### src/hw/rtl/aprs_pkg.sv
// Package for the position report parser: field codes, frame kinds and
// sequencer states. No dependencies.
package aprs_pkg;

  typedef enum logic [3:0] {
    FC_CALL  = 4'd0,
    FC_DEST  = 4'd1,
    FC_TIME  = 4'd2,
    FC_LAT   = 4'd3,
    FC_LON   = 4'd4,
    FC_SYM   = 4'd5,
    FC_CRS   = 4'd6,
    FC_SPD   = 4'd7,
    FC_ALT   = 4'd8,
    FC_NONE  = 4'd9
  } field_code_t;

  typedef enum logic [2:0] {
    FK_NOCOLON = 3'd0,
    FK_POS     = 3'd1,
    FK_COMP    = 3'd2,
    FK_MSG     = 3'd3,
    FK_STATUS  = 3'd4,
    FK_UNKNOWN = 3'd5
  } frame_kind_t;

  typedef enum logic [4:0] {
    ST_LOAD,
    ST_COLON,
    ST_KIND,
    ST_CALL,
    ST_DEST,
    ST_TYPE,
    ST_TIME,
    ST_LAT,
    ST_LON,
    ST_SYM,
    ST_CHKC,
    ST_CRS,
    ST_SPDV,
    ST_SPDM,
    ST_SPD,
    ST_CHKA,
    ST_ALTV,
    ST_ALTM,
    ST_ALT,
    ST_DONE
  } state_t;

  localparam logic [14:0] SPEED_MAX = 15'd18501;
  localparam logic [18:0] ALT_MAX   = 19'd304799;
  localparam int          MAX_RESULTS = 62;

endpackage

### src/hw/rtl/aprs_position_report_parser_core.sv
// Top level of the position report parser: frame store memory and parse sequencer.
// Depends on aprs_pkg.
//
//  channel | ports                               | handshake
//  input   | in_rx_byte, in_frame_end            | start & !busy
//  result  | out_frame_kind .. out_run_end        | out_valid, one cycle
//
// Loading stores one byte per accepted start. After the last byte the sequencer reads the
// frame store one byte per read (address phase, then registered data phase) and runs the
// arithmetic steps for speed and altitude. busy stays high from the final byte until the
// closing result. Reset clears the byte count, sequencer, out_valid and the phase and
// read-valid flags; the store needs no clearing.
module aprs_position_report_parser_core #(
  parameter int FRAME_BYTES        = 128,
  parameter int COLON_SEARCH_LIMIT = 125,
  parameter int ADDR_CHARS         = 10
) (
  input  logic        clk,
  input  logic        rst_n,
  input  logic        start,
  output logic        busy,
  input  logic [7:0]  in_rx_byte,
  input  logic        in_frame_end,
  output logic        out_valid,
  output logic [2:0]  out_frame_kind,
  output logic [3:0]  out_field_code,
  output logic [7:0]  out_char_value,
  output logic [14:0] out_speed_tenths_kmh,
  output logic [18:0] out_altitude_m,
  output logic        out_run_end
);
  import aprs_pkg::*;

  localparam int AW = $clog2(FRAME_BYTES);
  localparam int CW = AW + 1;
  localparam int PW = 10;

  logic [7:0] mem [FRAME_BYTES];
  logic [7:0] rdata_r;
  logic [CW-1:0] cnt_r, cnt_nxt;
  logic [PW-1:0] rd_addr;
  logic          rd_ok_r;

  state_t st_r, st_nxt;
  logic          ph_r, ph_nxt;
  logic [PW-1:0] p_r, p_nxt;
  logic [PW-1:0] idx_r, idx_nxt;
  logic [4:0]    i_r, i_nxt;
  logic [2:0]    kind_r, kind_nxt;
  logic [5:0]    nres_r, nres_nxt;
  logic [24:0]   acc_r, acc_nxt;
  logic [14:0]   spd_r, spd_nxt;
  logic [18:0]   alt_r, alt_nxt;
  logic [7:0]    c0_r, c0_nxt;
  logic [7:0]    c1_r, c1_nxt;
  logic [29:0]   prod_r, prod_nxt;

  logic        ov_nxt, ov_r, re_nxt, re_r;
  logic [3:0]  fc_nxt, fc_r;
  logic [7:0]  ch_nxt, ch_r;
  logic [14:0] os_nxt, os_r;
  logic [18:0] oa_nxt, oa_r;

  logic        load;
  logic [7:0]  rb;
  logic [7:0]  dg;
  logic [31:0] prod;
  logic [48:0] spd_mul;
  logic [56:0] alt_mul;
  logic [19:0] spd_q;
  logic [18:0] alt_q;

  assign load = start && !busy;
  assign busy = (st_r != ST_LOAD);
  assign rb = rd_ok_r ? rdata_r : 8'd0;
  assign dg = rb - 8'h30;
  assign prod = {12'd0, acc_r[19:0]} * ((st_r == ST_SPDM) ? 32'd1852 : 32'd3048);
  // Division by 100 and by 10000 through reciprocal multiplication.
  assign spd_mul = {25'd0, prod_r[23:0]} * {24'd0, 25'd21474837};
  assign spd_q = spd_mul[48:29];
  assign alt_mul = {29'd0, prod_r[29:2]} * {28'd0, 29'd439804652};
  assign alt_q = alt_mul[56:38];

  always_ff @(posedge clk) begin
    if (load && cnt_r < CW'(FRAME_BYTES)) begin
      mem[cnt_r[AW-1:0]] <= in_rx_byte;
    end
    rdata_r <= mem[rd_addr[AW-1:0]];
  end

  always_ff @(posedge clk) begin
    if (!rst_n) begin
      st_r <= ST_LOAD;
      cnt_r <= '0;
      ov_r <= 1'b0;
      ph_r <= 1'b0;
      rd_ok_r <= 1'b0;
    end else begin
      st_r <= st_nxt;
      cnt_r <= cnt_nxt;
      ov_r <= ov_nxt;
      ph_r <= ph_nxt;
      rd_ok_r <= ({{(32-PW){1'b0}}, rd_addr} < 32'(FRAME_BYTES)) &&
                 (rd_addr < PW'(cnt_r));
    end
    p_r <= p_nxt; idx_r <= idx_nxt; i_r <= i_nxt; kind_r <= kind_nxt;
    nres_r <= nres_nxt; acc_r <= acc_nxt; spd_r <= spd_nxt; alt_r <= alt_nxt;
    c0_r <= c0_nxt; c1_r <= c1_nxt; prod_r <= prod_nxt;
    fc_r <= fc_nxt; ch_r <= ch_nxt; os_r <= os_nxt; oa_r <= oa_nxt; re_r <= re_nxt;
  end

  assign out_valid = ov_r;
  assign out_frame_kind = kind_r;
  assign out_field_code = fc_r;
  assign out_char_value = ch_r;
  assign out_speed_tenths_kmh = os_r;
  assign out_altitude_m = oa_r;
  assign out_run_end = re_r;

  always_comb begin
    st_nxt = st_r; cnt_nxt = cnt_r; ph_nxt = 1'b0; p_nxt = p_r; idx_nxt = idx_r;
    i_nxt = i_r; kind_nxt = kind_r; nres_nxt = nres_r; acc_nxt = acc_r;
    spd_nxt = spd_r; alt_nxt = alt_r; c0_nxt = c0_r; c1_nxt = c1_r;
    prod_nxt = prod_r;
    ov_nxt = 1'b0; re_nxt = 1'b0; fc_nxt = fc_r; ch_nxt = ch_r;
    os_nxt = '0; oa_nxt = '0;
    rd_addr = p_r;
    if (load) begin
      rd_addr = '0;
    end
    unique case (st_r)
      ST_LOAD: begin
        if (load) begin
          if (cnt_r < CW'(FRAME_BYTES)) cnt_nxt = cnt_r + 1'b1;
          if (in_frame_end) begin
            if (cnt_r < CW'(FRAME_BYTES)) cnt_nxt = cnt_r + 1'b1;
            st_nxt = ST_COLON; p_nxt = '0; idx_nxt = '0; nres_nxt = '0;
          end
        end
      end
      ST_COLON: begin
        if (!ph_r) ph_nxt = 1'b1;
        else if (rb == ":") begin
          idx_nxt = p_r + 1'b1; p_nxt = p_r + 1'b1; st_nxt = ST_KIND;
        end else if (p_r == PW'(COLON_SEARCH_LIMIT - 1)) begin
          kind_nxt = FK_NOCOLON; p_nxt = '0; i_nxt = '0; st_nxt = ST_CALL;
        end else p_nxt = p_r + 1'b1;
      end
      ST_KIND: begin
        if (!ph_r) ph_nxt = 1'b1;
        else begin
          case (rb)
            "!", "=", "/", "@": kind_nxt = FK_POS;
            8'h27, 8'h60:       kind_nxt = FK_COMP;
            ":":                kind_nxt = FK_MSG;
            ">":                kind_nxt = FK_STATUS;
            default:            kind_nxt = FK_UNKNOWN;
          endcase
          p_nxt = '0; i_nxt = '0; st_nxt = ST_CALL;
        end
      end
      ST_CALL, ST_DEST, ST_TIME, ST_LAT, ST_LON, ST_CRS, ST_SPD, ST_ALT: begin
        if (!ph_r) ph_nxt = 1'b1;
        else begin
          p_nxt = p_r + 1'b1; i_nxt = i_r + 1'b1;
          if ((st_r == ST_CALL && rb == ">") ||
              (st_r == ST_DEST && (rb == ":" || rb == ","))) begin
            i_nxt = '0;
            st_nxt = (st_r == ST_CALL) ? ST_DEST : (kind_r == FK_POS ? ST_TYPE : ST_DONE);
            if (st_r == ST_DEST) p_nxt = idx_r;
          end else begin
            if (nres_r < 6'(MAX_RESULTS - 1)) begin
              ov_nxt = 1'b1; nres_nxt = nres_r + 1'b1; ch_nxt = rb;
              if (st_r == ST_SPD) os_nxt = spd_r;
              if (st_r == ST_ALT) oa_nxt = alt_r;
            end
            unique case (st_r)
              ST_CALL: fc_nxt = FC_CALL;
              ST_DEST: fc_nxt = FC_DEST;
              ST_TIME: fc_nxt = FC_TIME;
              ST_LAT:  fc_nxt = FC_LAT;
              ST_LON:  fc_nxt = FC_LON;
              ST_CRS:  fc_nxt = FC_CRS;
              ST_SPD:  fc_nxt = FC_SPD;
              default: fc_nxt = FC_ALT;
            endcase
            case (st_r)
              ST_CALL: if (i_r == 5'(ADDR_CHARS - 1)) begin
                i_nxt = '0; st_nxt = ST_DEST;
              end
              ST_DEST: if (i_r == 5'(ADDR_CHARS - 1)) begin
                i_nxt = '0; p_nxt = idx_r;
                st_nxt = (kind_r == FK_POS) ? ST_TYPE : ST_DONE;
              end
              ST_TIME: if (i_r == 5'd6) begin i_nxt = '0; st_nxt = ST_LAT; end
              ST_LAT: if (i_r == 5'd7) begin
                i_nxt = '0; p_nxt = p_r + 2'd2; st_nxt = ST_LON;
              end
              ST_LON: if (i_r == 5'd8) begin i_nxt = '0; st_nxt = ST_SYM; end
              ST_CRS: if (i_r == 5'd2) begin
                i_nxt = '0; p_nxt = p_r + 2'd2; acc_nxt = '0; st_nxt = ST_SPDV;
              end
              ST_SPD: if (i_r == 5'd2) begin i_nxt = '0; st_nxt = ST_CHKA; end
              ST_ALT: if (i_r == 5'd5) st_nxt = ST_DONE;
              default: ;
            endcase
          end
        end
      end
      ST_TYPE: begin
        if (!ph_r) ph_nxt = 1'b1;
        else begin
          p_nxt = p_r + 1'b1; i_nxt = '0;
          st_nxt = (rb == "/" || rb == "@") ? ST_TIME : ST_LAT;
        end
      end
      ST_SYM: begin
        rd_addr = p_r + 3'd4;
        if (!ph_r) ph_nxt = 1'b1;
        else begin
          c0_nxt = rb; st_nxt = ST_CHKC;
        end
      end
      ST_CHKC: begin
        if (!ph_r) ph_nxt = 1'b1;
        else begin
          if (nres_r < 6'(MAX_RESULTS - 1)) begin
            ov_nxt = 1'b1; nres_nxt = nres_r + 1'b1;
          end
          fc_nxt = FC_SYM; ch_nxt = rb;
          p_nxt = p_r + 1'b1; i_nxt = '0;
          st_nxt = (rb == "_" || c0_r != "/") ? ST_DONE : ST_CRS;
        end
      end
      ST_SPDV, ST_ALTV: begin
        rd_addr = p_r + PW'(i_r);
        if (!ph_r) ph_nxt = 1'b1;
        else begin
          if (st_r == ST_ALTV && i_r == 5'd0 && rb == "-") begin
            alt_nxt = '0; i_nxt = '0; st_nxt = ST_ALT;
          end else begin
            acc_nxt = 25'(acc_r * 25'd10) + {17'd0, dg};
            i_nxt = i_r + 1'b1;
            if (i_r == ((st_r == ST_SPDV) ? 5'd2 : 5'd5)) begin
              i_nxt = '0; st_nxt = (st_r == ST_SPDV) ? ST_SPDM : ST_ALTM;
            end
          end
        end
      end
      ST_SPDM: begin
        if (!ph_r) begin
          ph_nxt = 1'b1; prod_nxt = prod[31:2];
        end else begin
          spd_nxt = (spd_q > 20'(SPEED_MAX)) ? SPEED_MAX : spd_q[14:0];
          st_nxt = ST_SPD;
        end
      end
      ST_ALTM: begin
        if (!ph_r) begin
          ph_nxt = 1'b1; prod_nxt = prod[31:2];
        end else begin
          alt_nxt = (acc_r >= 25'd1000000) ? ALT_MAX : alt_q;
          st_nxt = ST_ALT;
        end
      end
      ST_CHKA: begin
        rd_addr = p_r + PW'(i_r);
        if (!ph_r) ph_nxt = 1'b1;
        else begin
          if ((i_r == 5'd0 && rb == "/") || (i_r == 5'd1 && rb == "A")) begin
            i_nxt = i_r + 1'b1;
          end else if (i_r == 5'd2 && rb == "=") begin
            i_nxt = '0; p_nxt = p_r + 2'd3; acc_nxt = '0; st_nxt = ST_ALTV;
          end else st_nxt = ST_DONE;
        end
      end
      ST_DONE: begin
        ov_nxt = 1'b1; re_nxt = 1'b1; fc_nxt = FC_NONE; ch_nxt = '0;
        cnt_nxt = '0; st_nxt = ST_LOAD;
      end
      default: st_nxt = ST_LOAD;
    endcase
  end

`ifndef SYNTHESIS
  a_end_idle: assert property (@(posedge clk) disable iff (!rst_n)
    (ov_r && re_r) |-> (st_r == ST_LOAD)) else $error("run end not followed by idle");
  a_cnt_clear: assert property (@(posedge clk) disable iff (!rst_n)
    (ov_r && re_r) |-> (cnt_r == '0)) else $error("byte count not cleared");
  a_cap: assert property (@(posedge clk) disable iff (!rst_n)
    busy |-> (nres_r <= 6'(MAX_RESULTS - 1))) else $error("result cap exceeded");
  a_busy_out: assert property (@(posedge clk) disable iff (!rst_n)
    (ov_nxt && !re_nxt) |-> busy) else $error("data result while idle");
`endif
endmodule
### config.mk
export PLATFORM = sky130hd
export DESIGN_NAME = aprs_position_report_parser_core
export DESIGN_NICKNAME = d
export VERILOG_FILES = /design/src/hw/rtl/aprs_pkg.sv /design/src/hw/rtl/aprs_position_report_parser_core.sv
export SDC_FILE = /design/constraint.sdc
export NUM_CORES = 2
export LEC_CHECK = 0
export ABC_AREA = 1
export CORE_MARGIN = 8
export CORE_UTILIZATION = 55
export DETAILED_ROUTE_END_ITERATION = 7
export DONT_BUFFER_PORTS = 1
export GPL_ROUTABILITY_DRIVEN = 0
export PLACE_DENSITY = 0.84
export SLEW_MARGIN = 40
export SYNTH_ARGS = -nofsm -noshare
export SYNTH_HDL_FRONTEND = slang
export SYNTH_SLANG_ARGS = --single-unit
export TNS_END_PERCENT = 5
### constraint.sdc
create_clock -name clk -period 6.7 [get_ports clk]
set_clock_uncertainty 0.05 [all_clocks]
set_input_delay 0.335 -clock clk [delete_from_list [all_inputs] [get_ports clk]]
set_output_delay 0.335 -clock clk [all_outputs]
set_load 0.01 [all_outputs]
==> run summary <==
outcome = finished with violations
violated checks = DRC, setup timing
largest net degree at the start of global routing = 208
r2r setup slk = -0.11 ns
Stages on worst setup path = 28
area delta synth->final = 8.58%
most common flop cell mapped by yosys = edfxtp_1
sequential cell area fraction in the yosys report = 41.7%
CP max FO = 9
CTS Sinks = 1226
Vias = 66700
Synth Instances = 8994
initial antenna violation count = 6
total gr overflow = 0
Startpoint Class = flip-flop
starting density of the core = 55.1%
Max-Cap Viols = 0
worst-skew pair later-pin latency = 0.76 ns
most frequent CP cell = fa_1
Filler Cells Inserted = 11700
final setup vio count = 15
final setup margin = -0.114 ns
num rows = 146
Util after Layout = 59.8%
worst setup path end = spd_r[10]
reg2reg end = spd_r[10]
CP delay by family, top = adder cells
first-pass GRT wire length = 368 mm
DP Area = 0.0896 mm²
Max Slew Vio Count = 0
share of post-route cells with drive strength above 1 = 5.71%
critical path buffer and inverter count = 7
Synth area leaders = edfxtp_1 40%, fa_1 15%, ha_1 9.8%, inv_1 8.3%, nand3_1 6.5%
RSZ-0062 raised after global routing = yes
DRC = 2
clock buffer depth = 3
Reg-to-Reg Start = prod_r[12]
via/cell ratio = 5.96
worst slack, placed = -0.162 ns
clk slew on worst S/H paths = 0.07 ns
drt first pass iters = 8
CP startpoint = prod_r[12]
EDFF count, synth = 1167
CP Data Required Time = 7.10 ns
post-synth top area cell = edfxtp_1
Root Driver = clkbuf_16
Achievable Freq = 0.147 GHz
final instance area = 0.0943 mm²
Hold Vio Cnt, Final = 0
Final min period = 6.81 ns
Max stage delay on crit path = 0.58 ns
top cells by count, synth = 1916 x inv_1, 1394 x nand2_1, 1167 x edfxtp_1
number of distinct library cells after synthesis = 56
vias in the first global route = 67700
CTS H-tree lvls = 3
die height = 413 µm
Mean Syn Cell Area = 9.66 µm²
period utilisation layout = 102%
CTS Buf Count = 116
Slew @ Worst Pin = 0.916 ns
Chip Width = 413 µm
Crit-path slowest cell = fa_1
Hold Path Class = in -> reg
Detail Route Antenna Nets = 0
I/O pin total = 64
syn_nets = 10300
number of synthesized register bits = 1226
Cell Area, Synth = 0.0869 mm²
post-DP HPWL = 168 mm
violation count after the first detailed-routing iteration = 9024
die area = 0.171 mm²
NumNets Final = 10400
Worst EP arrival = 7.21 ns
element type at the critical path end = flip-flop
Port Buffers = 0
R2R depth = 28
DR WL/cell = 21.5 µm
routed wire length = 240 mm
total core area = 0.158 mm²
Total GRT Usage = 27.4%
top-count cell post-synth = inv_1
Synth Warn # = 0
post-synth top area share = 40.3%
Slew headroom = 38.7%
Crit Path Class = reg -> reg
post-synthesis async set-or-reset flop share = 0%
CTS tree = built
## flip-flops by register name, summed over array words and instances, names as in the netlist
signal and count:
acc_r 25, nres_r 6, c0_r 8, ph_r 1, i_r 5, alt_r 19
out_field_code 4, rdata_r 8, out_char_value 8, prod_r 30, out_run_end 1, idx_r 10
out_speed_tenths_kmh 15, p_r 10, st_r 5, out_frame_kind 3, rd_ok_r 1, out_valid 1
cnt_r 8, out_altitude_m 19, mem 1024, spd_r 15
## timing repair
item | in CTS | in global routing
hold endpoints to repair | 1036 | 0
pin swaps | 0 | 20
hold buffers | 9 | 0
setup buffers | 4 | 14
endpoints found under the setup margin | 17 | 33
gates cloned | 0 | 0
gates resized for setup | 8 | 98
## how the worst min path moves through the flow
| stage | start | endpoint | slack (ns) | cells after the start |
|---|---|---|---|---|
| finish | in_rx_byte[3] | mem[53][3] | 0.004 | 1 |
| global route | in_rx_byte[3] | mem[53][3] | 0.01 | 1 |
| CTS | in_rx_byte[6] | mem[53][6] | 0.02 | 1 |
| detailed placement | in_rx_byte[6] | mem[53][6] | 0.40 | 0 |
| global placement | alt_r[2] | out_altitude_m[2] | 0.39 | 2 |
| floorplan | in_rx_byte[0] | mem[0][0] | 0.38 | 0 |
## cells by family (layout without fill, tap and decap cells)
family,Yosys count,count (layout),share of synthesized area [%]
simple gates,3583,3583,19.0
buf+inv,2222,2349,9.94
fa+ha+maj,1341,1341,25.0
flops,1226,1226,41.7
other cells,1,4,0.00432
compound gates,545,545,3.54
xor+xnor,76,76,0.766
## final cells by class
cell class                      count  area (µm²)  area share, %
Multi-Input combinational cell   5546       42500           45.1
Sequential cell                  1226       36200           38.4
Inverter                         1929        7250           7.69
Clock buffer                      154        3120           3.30
Tap cell                         2072        2590           2.75
Timing Repair Buffer              202        1910           2.02
Clock inverter                     64         736          0.780
Antenna cell                        3        7.51        0.00796
## through the flow
step	hold WS, ns	TNS, ns	cells
6_report	0.00364	-1.40	11200
5_1_grt	0.0108	-4.60	11200
4_1_cts	0.0208	0	11200
3_5_place_dp	0.395	-1.44	10900
3_3_place_gp	0.394	0	10900
2_1_floorplan	0.384	0	8994
## metal layers
metal,vias to the layer above,track usage (%),routed length [µm]
met3,1128,6.31,28900
met5,-,0,34
met2,4769,44.7,112000
li1,29200,-,-
met4,4,14.9,15800
met1,31600,33.9,83600
## placed cells by master, fill, tap and decap left out, types with 13 or more instances in the layout
| master | n |
|---|---|
| nand2_2 | 15 |
| o211ai_1 | 20 |
| o21ai_1 | 16 |
| nor2_1 | 533 |
| clkbuf_16 | 117 |
| fa_1 | 651 |
| nand2_1 | 1381 |
| o21a_1 | 13 |
| xor2_1 | 57 |
| a31oi_1 | 19 |
| clkinv_1 | 25 |
| xnor2_1 | 19 |
| buf_4 | 174 |
| a21oi_1 | 233 |
| inv_2 | 17 |
| o21ai_0 | 143 |
| clkbuf_1 | 32 |
| ha_1 | 661 |
| nor2_2 | 24 |
| nor3_1 | 45 |
| nand3b_1 | 357 |
| clkinv_2 | 14 |
| dfxtp_1 | 59 |
| nand3_1 | 1117 |
| nand4_1 | 42 |
| or2_2 | 23 |
| edfxtp_1 | 1167 |
| inv_1 | 1904 |
| o21bai_1 | 15 |
Power is not shown: default switching activity piles up to over one toggle a cycle in this logic, so the estimate is an artifact.
